===== src/rtl/core/h2r_pkg.sv =====
// ============================================================================
// h2r_pkg
// Shared types, register indexes and hue helpers for the HSL to RGB converter.
// ============================================================================
package h2r_pkg;

    localparam int NUM_STAGES = 5;

    localparam logic [7:0] REG_HUE = 8'd0;
    localparam logic [7:0] REG_SAT = 8'd1;

    localparam logic [7:0] HUE_RST = 8'd20;
    localparam logic [7:0] SAT_RST = 8'd240;

    // hue position in 1/768 turn
    localparam logic [9:0] TURN      = 10'd768;
    localparam logic [9:0] THIRD     = 10'd256;
    localparam logic [9:0] RISE_END  = 10'd128;
    localparam logic [9:0] FLAT_END  = 10'd384;
    localparam logic [9:0] FALL_END  = 10'd512;

    typedef enum logic [1:0] {
        CH_RED   = 2'd0,
        CH_GREEN = 2'd1,
        CH_BLUE  = 2'd2
    } t_chan;

    typedef struct packed {
        logic       use_q;
        logic [7:0] ramp;
    } t_hue_sel;

    typedef struct packed {
        logic [NUM_STAGES-1:0] load;
    } t_pipe_ctl;

    // level = base*128 + (q - p)*ramp, base = q when use_q else p
    function automatic t_hue_sel hue_sel(input logic [7:0] hue, input t_chan ch);
        logic [9:0] h3;
        logic [9:0] sum;
        logic [9:0] pos;
        logic [9:0] fall;
        t_hue_sel   sel;
        h3   = {1'b0, hue, 1'b0} + {2'b00, hue};
        sum  = h3 + THIRD;
        case (ch)
            CH_RED:  pos = (sum > TURN) ? (sum - TURN) : sum;
            CH_BLUE: pos = (h3 < THIRD) ? (h3 + (TURN - THIRD)) : (h3 - THIRD);
            default: pos = h3;
        endcase
        fall      = FALL_END - pos;
        sel.use_q = 1'b0;
        sel.ramp  = 8'd0;
        if (pos < RISE_END) begin
            sel.ramp = pos[7:0];
        end else if (pos < FLAT_END) begin
            sel.use_q = 1'b1;
        end else if (pos < FALL_END) begin
            sel.ramp = fall[7:0];
        end
        return sel;
    endfunction

endpackage


===== src/rtl/core/hsl_to_rgb_converter_top.sv =====
// ============================================================================
// hsl_to_rgb_converter_top
// HSL to RGB converter: lightness per transfer, hue and saturation from regs.
// ============================================================================
// Channel   Dir  Handshake                    Payload
// s_axis    in   i_s_tvalid / o_s_tready      lightness [LIGHT_FRAC_BITS:0]
// m_axis    out  o_m_tvalid / i_m_tready      red [7:0], green [15:8], blue [23:16]
// cfg       in   i_cfg_valid / o_cfg_ready    index 0 hue, 1 saturation
//
// One transfer per clock in and out while the output is not stalled; five register stages:
// clamp and l*s multiply, q/p, ramp multiply, level sum, x255 scale.
// Reset clears stage valid bits and loads hue 20, saturation 240.
// Stalls back up stage by stage; empty stages keep accepting.
// Config is always ready; write only while the pipeline is empty.
// ============================================================================
module hsl_to_rgb_converter_top
    import h2r_pkg::*;
#(
    parameter int LIGHT_FRAC_BITS = 16,
    localparam int S_TW = ((LIGHT_FRAC_BITS + 8) / 8) * 8
) (
    input  logic            i_clk,
    input  logic            i_rst_n,
    input  logic            i_s_tvalid,
    output logic            o_s_tready,
    input  logic [S_TW-1:0] i_s_tdata,   // lightness
    output logic            o_m_tvalid,
    input  logic            i_m_tready,
    output logic [23:0]     o_m_tdata,   // red, green, blue
    input  logic            i_cfg_valid,
    output logic            o_cfg_ready,
    input  logic [7:0]      i_cfg_index,
    input  logic [7:0]      i_cfg_data
);

    localparam int QW = LIGHT_FRAC_BITS + 9;

    logic [7:0]            r_hue;
    logic [7:0]            r_sat;
    logic [NUM_STAGES-1:0] r_vld;
    t_pipe_ctl             n_ctl;
    logic [QW-1:0]         qn;
    logic [QW-1:0]         pn;
    logic [QW-1:0]         diff;
    logic [7:0]            red;
    logic [7:0]            green;
    logic [7:0]            blue;

    assign o_cfg_ready = 1'b1;

    always_ff @(posedge i_clk) begin
        if (!i_rst_n) begin
            r_hue <= HUE_RST;
            r_sat <= SAT_RST;
        end else if (i_cfg_valid) begin
            unique case (i_cfg_index)
                REG_HUE: r_hue <= i_cfg_data;
                REG_SAT: r_sat <= i_cfg_data;
                default: ;
            endcase
        end
    end

    always_comb begin
        n_ctl.load[NUM_STAGES-1] = !r_vld[NUM_STAGES-1] || i_m_tready;
        for (int k = NUM_STAGES - 2; k >= 0; k--) begin
            n_ctl.load[k] = !r_vld[k] || n_ctl.load[k+1];
        end
    end

    always_ff @(posedge i_clk) begin
        if (!i_rst_n) begin
            r_vld <= '0;
        end else begin
            if (n_ctl.load[0]) begin
                r_vld[0] <= i_s_tvalid;
            end
            for (int k = 1; k < NUM_STAGES; k++) begin
                if (n_ctl.load[k]) begin
                    r_vld[k] <= r_vld[k-1];
                end
            end
        end
    end

    assign o_s_tready = n_ctl.load[0];
    assign o_m_tvalid = r_vld[NUM_STAGES-1];

    h2r_qp #(
        .LIGHT_FRAC_BITS(LIGHT_FRAC_BITS)
    ) u_qp (
        .i_clk   (i_clk),
        .i_ctl   (n_ctl),
        .i_light (i_s_tdata[LIGHT_FRAC_BITS:0]),
        .i_sat   (r_sat),
        .o_qn    (qn),
        .o_pn    (pn),
        .o_diff  (diff)
    );

    h2r_chan #(
        .LIGHT_FRAC_BITS(LIGHT_FRAC_BITS)
    ) u_red (
        .i_clk   (i_clk),
        .i_ctl   (n_ctl),
        .i_sel   (hue_sel(r_hue, CH_RED)),
        .i_qn    (qn),
        .i_pn    (pn),
        .i_diff  (diff),
        .o_level (red)
    );

    h2r_chan #(
        .LIGHT_FRAC_BITS(LIGHT_FRAC_BITS)
    ) u_green (
        .i_clk   (i_clk),
        .i_ctl   (n_ctl),
        .i_sel   (hue_sel(r_hue, CH_GREEN)),
        .i_qn    (qn),
        .i_pn    (pn),
        .i_diff  (diff),
        .o_level (green)
    );

    h2r_chan #(
        .LIGHT_FRAC_BITS(LIGHT_FRAC_BITS)
    ) u_blue (
        .i_clk   (i_clk),
        .i_ctl   (n_ctl),
        .i_sel   (hue_sel(r_hue, CH_BLUE)),
        .i_qn    (qn),
        .i_pn    (pn),
        .i_diff  (diff),
        .o_level (blue)
    );

    assign o_m_tdata = {blue, green, red};

    // back-pressure only when every stage holds an item
    a_full_when_blocked: assert property (@(posedge i_clk) disable iff (!i_rst_n)
        !o_s_tready |-> (&r_vld))
        else $error("input blocked with a bubble in the pipeline");

    a_accept_lands: assert property (@(posedge i_clk) disable iff (!i_rst_n)
        (i_s_tvalid && o_s_tready) |=> r_vld[0])
        else $error("accepted transfer not captured in first stage");

    a_out_holds: assert property (@(posedge i_clk) disable iff (!i_rst_n)
        (o_m_tvalid && !i_m_tready) |=> (o_m_tvalid && $stable(o_m_tdata)))
        else $error("stalled result changed");

endmodule


===== src/rtl/core/h2r_qp.sv =====
// ============================================================================
// h2r_qp
// Lightness clamp and the HSL helper values q, p and q - p (two stages).
// ============================================================================
module h2r_qp
    import h2r_pkg::*;
#(
    parameter int LIGHT_FRAC_BITS = 16
) (
    input  logic                       i_clk,
    input  t_pipe_ctl                  i_ctl,
    input  logic [LIGHT_FRAC_BITS:0]   i_light,
    input  logic [7:0]                 i_sat,
    output logic [LIGHT_FRAC_BITS+8:0] o_qn,
    output logic [LIGHT_FRAC_BITS+8:0] o_pn,
    output logic [LIGHT_FRAC_BITS+8:0] o_diff
);

    localparam int LW = LIGHT_FRAC_BITS + 1;
    localparam int XW = LIGHT_FRAC_BITS + 8;
    localparam int QW = LIGHT_FRAC_BITS + 9;
    localparam logic [LW-1:0] ONE  = LW'(1) << LIGHT_FRAC_BITS;
    localparam logic [LW-1:0] HALF = ONE >> 1;

    logic [LW-1:0] n_l;
    logic [LW-1:0] r_l;
    logic [XW-1:0] r_ls;
    logic          r_lower;
    logic [XW-1:0] n_x;
    logic [QW-1:0] n_base;
    logic [QW-1:0] r_qn;
    logic [QW-1:0] r_pn;
    logic [QW-1:0] r_diff;

    assign n_l = (i_light > ONE) ? ONE : i_light;

    always_ff @(posedge i_clk) begin
        if (i_ctl.load[0]) begin
            r_l     <= n_l;
            r_ls    <= XW'(n_l) * XW'(i_sat);
            r_lower <= (n_l < HALF);
        end
    end

    // q = l*256 + x, p = l*256 - x
    assign n_x    = r_lower ? r_ls : ({i_sat, {LIGHT_FRAC_BITS{1'b0}}} - r_ls);
    assign n_base = {r_l, 8'h00};

    always_ff @(posedge i_clk) begin
        if (i_ctl.load[1]) begin
            r_qn   <= n_base + QW'(n_x);
            r_pn   <= n_base - QW'(n_x);
            r_diff <= {n_x, 1'b0};
        end
    end

    assign o_qn   = r_qn;
    assign o_pn   = r_pn;
    assign o_diff = r_diff;

endmodule


===== src/rtl/core/h2r_chan.sv =====
// ============================================================================
// h2r_chan
// One color channel: hue ramp product, level sum, and floor(255*level) scale.
// ============================================================================
module h2r_chan
    import h2r_pkg::*;
#(
    parameter int LIGHT_FRAC_BITS = 16
) (
    input  logic                       i_clk,
    input  t_pipe_ctl                  i_ctl,
    input  t_hue_sel                   i_sel,
    input  logic [LIGHT_FRAC_BITS+8:0] i_qn,
    input  logic [LIGHT_FRAC_BITS+8:0] i_pn,
    input  logic [LIGHT_FRAC_BITS+8:0] i_diff,
    output logic [7:0]                 o_level
);

    localparam int QW = LIGHT_FRAC_BITS + 9;
    localparam int NW = LIGHT_FRAC_BITS + 16;
    localparam int SW = LIGHT_FRAC_BITS + 24;

    t_hue_sel      r_sel;
    logic [NW-1:0] r_prod;
    logic [QW-1:0] r_base;
    logic [NW-1:0] r_num;
    logic [SW-1:0] n_scaled;
    logic [8:0]    n_top;
    logic [7:0]    r_level;

    always_ff @(posedge i_clk) begin
        if (i_ctl.load[1]) begin
            r_sel <= i_sel;
        end
        if (i_ctl.load[2]) begin
            r_prod <= NW'(i_diff) * NW'(r_sel.ramp);
            r_base <= r_sel.use_q ? i_qn : i_pn;
        end
        if (i_ctl.load[3]) begin
            r_num <= {r_base, 7'd0} + r_prod;
        end
        if (i_ctl.load[4]) begin
            r_level <= n_top[8] ? 8'hff : n_top[7:0];
        end
    end

    // num*255 = num*256 - num
    assign n_scaled = {r_num, 8'h00} - {8'h00, r_num};
    assign n_top    = n_scaled[SW-1:LIGHT_FRAC_BITS+15];
    assign o_level  = r_level;

endmodule

===== config.mk =====
export PLATFORM = sky130hd
export DESIGN_NAME = hsl_to_rgb_converter_top
export DESIGN_NICKNAME = d
export VERILOG_FILES = /design/src/rtl/core/h2r_pkg.sv /design/src/rtl/core/hsl_to_rgb_converter_top.sv /design/src/rtl/core/h2r_qp.sv /design/src/rtl/core/h2r_chan.sv
export SDC_FILE = /design/constraint.sdc
export NUM_CORES = 2
export LEC_CHECK = 0
export ABC_AREA = 1
export BUFFER_PORTS_ARGS = -buffer_cell sky130_fd_sc_hd__buf_4
export CAP_MARGIN = 40
export CORE_MARGIN = 5
export CORE_UTILIZATION = 52
export CTS_BUF_LIST = sky130_fd_sc_hd__clkbuf_16
export DETAILED_ROUTE_END_ITERATION = 8
export GPL_TIMING_DRIVEN = 0
export PLACE_DENSITY = 0.68
export SKIP_CTS_REPAIR_TIMING = 1
export SYNTH_ARGS = -nofsm -noshare
export SYNTH_HDL_FRONTEND = slang
export SYNTH_HIERARCHICAL = 1
export SYNTH_SLANG_ARGS = --single-unit

===== constraint.sdc =====
create_clock -name i_clk -period 19.4 [get_ports i_clk]
set_input_delay 1.94 -clock i_clk [delete_from_list [all_inputs] [get_ports i_clk]]
set_output_delay 1.94 -clock i_clk [all_outputs]
set_load 0.1 [all_outputs]

==> results.yml <==
logic_synthesis:
  synth_area_mm2: 0.0538
  synth_warnings: 6
  synthCells: 7003
  ys_ff_latch: 446
  synth_area_leader_cell: "edfxtp_1"
  synthTopCellsByArea: "edfxtp_1 24%, fa_1 19%, nand2_1 12%, inv_1 11%, ha_1 9.2%"
  synthesis.nets: 7950
  synth_ff_type: "edfxtp_1"
  synth.distinct_cells: 67
  synth_top_area_share_pct: 23.7
  syn_avg_cell_area_um2: 7.68
  synth_edf_count: 425
  ys_seq_area_share_pct: 24.5
  async_reset_ff_share_pct: 0
critical_path:
  slowest_delay_ps: 570
  arrival_ps: 7340
  rr_startpoint: "u_red/r_sel[2]"
  crit_type: "input port to flop"
  cp_slowest_cell: "fa_1"
  endpoint_kind: "flop"
  critPathTopFamily: "adder cells"
  crit_path_start_kind: "input port"
  crit_chain: "buf_4, nor4_1, nand4_1, nand2_1, buf_2, nand2_1, inv_1, nand2_1, fa_1, inv_1, fa_1, fa_1, inv_1, fa_1, inv_1, ha_1, a21oi_1, o21ai_0, a21oi_1, o21ai_0, nand3_1, nand2_1, xor2_1"
  worst-path-buf-inv: 6
  crit_required_ps: 19770
  path_max_fanout: 10
  startpoint: "i_s_tdata[14]"
placement:
  io_buffers: 63
  placed_cells: 8451
  pre_cts_ws_ps: 11870
  dp_hpwl_mm: 127
  gp_congestion: 0.983
route:
  vias: 44700
  drc: 0
  totalWireLength_mm: 152
  wl_per_cell_um: 17.8
  viasPerCell: 5.23
  first_pass_iters: 6
  ant_nets: 0
  drt-initial-drc-count: 3690
job:
  drv_cap: 0
power:
  peakVddDrop_v: 0.000324
  power.density_mw_per_mm2: 156
  p_leak_nw: 32.4
clock_network:
  clk_latency_ps: 650
  cts_htree_levels: 2
  clk_pin_slew_worst_paths_ps: 60
  clockRootBuffer: "clkbuf_16"
  clockBufferDepth: 3
  cts_tree: "yes"
  cts_buffers: 51
  clock_sinks: 446
floorplanning:
  die_h_um: 332
  start_util_pct: 52.1
  die_w_um: 332
  dieArea_mm2: 0.110
  io_pins: 72
  coreArea_mm2: 0.103
  rows: 118
timing:
  tightest_slew_ps: 858
  period_needed_ps: 6970
  rsz0062_at_grt: "false"
  final.period_utilization_pct: 35.9
  skew_ps: 53.2
  hold_violations: 0
  slew_headroom_pct: 42.8
  final_max_slew_viol_count: 0
  setup_tns_ps: 0
  timing.fmax_mhz: 144
  final-setup-viol-count: 0
  worst_slack_ps: 12430
final_layout:
  drive_gt1_share_pct: 6.57
  nets: 8071
  final_common_cell: "nand2_1"
  area_delta_synth_final_pct: 7.48
  n_fill_cell: 9754
  finalNonFillerCells: 8547
  layout_common_cells: "1784 x nand2_1, 1605 x inv_1, 585 x nor2_1"
global_route:
  antenna_found_initial: 1
  grt_max_degree: 125
  grtUsageTotal_pct: 27.4
  grt_pass1_vias: 44100
  grt_pass1_wl_mm: 241
  overflow: 0
status:
  outcome: "complete, no violations"
min_path:
  hp-class: "flop to flop"
  holdCritStartpoint: "u_blue/r_prod[0]"
-- cell type report --
cell class                      count  area, um^2  share of cell area (%)
Multi-Input combinational cell   4737       33700                    58.2
Sequential cell                   446       13200                    22.8
Clock buffer                       51        1280                    2.21
Buffer                            195         847                    1.47
Clock inverter                     44         398                   0.688
Tap cell                         1380        1730                    2.99
Antenna cell                        1        2.50                 0.00433
Inverter                         1625        6110                    10.6
Timing Repair Buffer               68         603                    1.04
-- report_power, final --
group | internal, W | total [W] | leakage [nW] | switching (W)
combinational | 0.00196 | 0.00622 | 26.6 | 0.00426
sequential | 0.00158 | 0.00184 | 4.92 | 0.000255
clock | 0.000540 | 0.000959 | 0.850 | 0.000418
total | 0.00408 | 0.00902 | 32.4 | 0.00494
-- synthesized netlist by cell type, drive strengths merged, types with 3 or more instances --
library cell / instances
xor2: 150
and3: 4
fa: 505
nand3b: 30
nor4: 18
a211oi: 4
o22ai: 13
inv: 1622
nand2: 1840
clkbuf: 166
clkinv: 3
nor3b: 3
nor3: 67
o21bai: 35
o21a: 13
nand3: 253
nor2: 636
buf: 29
o21ai: 169
xnor2: 51
a21oi: 300
edfxtp: 425
ha: 397
a21boi: 13
a31oi: 10
and2: 7
a21o: 27
nand4: 86
o211ai: 19
dfxtp: 21
mux2: 75
-- state kept, by name (all words and copies together), names as in the netlist, 8 cells and up --
| register | flops |
|---|---|
| r_hue | 8 |
| r_sat | 8 |
| u_blue/o_level | 8 |
| u_blue/r_base | 25 |
| u_blue/r_num | 32 |
| u_blue/r_prod | 32 |
| u_blue/r_sel | 9 |
| u_green/o_level | 8 |
| u_green/r_base | 25 |
| u_green/r_num | 32 |
| u_green/r_prod | 32 |
| u_green/r_sel | 9 |
| u_qp/o_diff | 16 |
| u_qp/o_pn | 24 |
| u_qp/o_qn | 25 |
| u_qp/r_l | 17 |
| u_qp/r_ls | 24 |
| u_red/o_level | 8 |
| u_red/r_base | 25 |
| u_red/r_num | 32 |
| u_red/r_prod | 32 |
| u_red/r_sel | 9 |
-- metrics by stage --
| stage | util, % | hold WS, ps | total power [W] | area, um^2 |
|---|---|---|---|---|
| after global routing | 56.0 | 424 | 0.00976 | 57800 |
| final | 56.0 | 414 | 0.00902 | 57800 |
| after global placement | 54.3 | 403 | 0.00795 | 56000 |
| after detailed placement | 54.4 | 405 | 0.00796 | 56100 |
| after CTS | 56.0 | 409 | 0.00897 | 57800 |
| after floorplan | - | 400 | 0.00599 | 53800 |
-- cell families after synthesis --
kind of cell,synth area share [%]
AO/OA/AOI/OAI,6.56
XOR/XNOR,3.30
adder cells (fa/ha/maj),28.0
buffers and inverters,12.9
flip-flops,24.5
multiplexers,1.57
other,0.0140
AND/OR/NAND/NOR,23.1
-- path summary, 6_finish.rpt --
check                           cells past startpoint          endpoint  slack [ps]
worst max-delay path                               23     u_qp/r_ls[19]       12430
worst min-delay path                                0   u_blue/r_num[0]         410
worst min register to register                      0   u_blue/r_num[0]         410
worst max register to register                     20  u_red/r_prod[28]       13590
-- metal layers --
layer | routed length, um | global-route usage (%)
met5 | 0 | 0
met3 | 9450 | 3.61
met1 | 68000 | 38.2
met2 | 68300 | 44.2
met4 | 6390 | 9.90
Power figures use the tool's default switching activity.
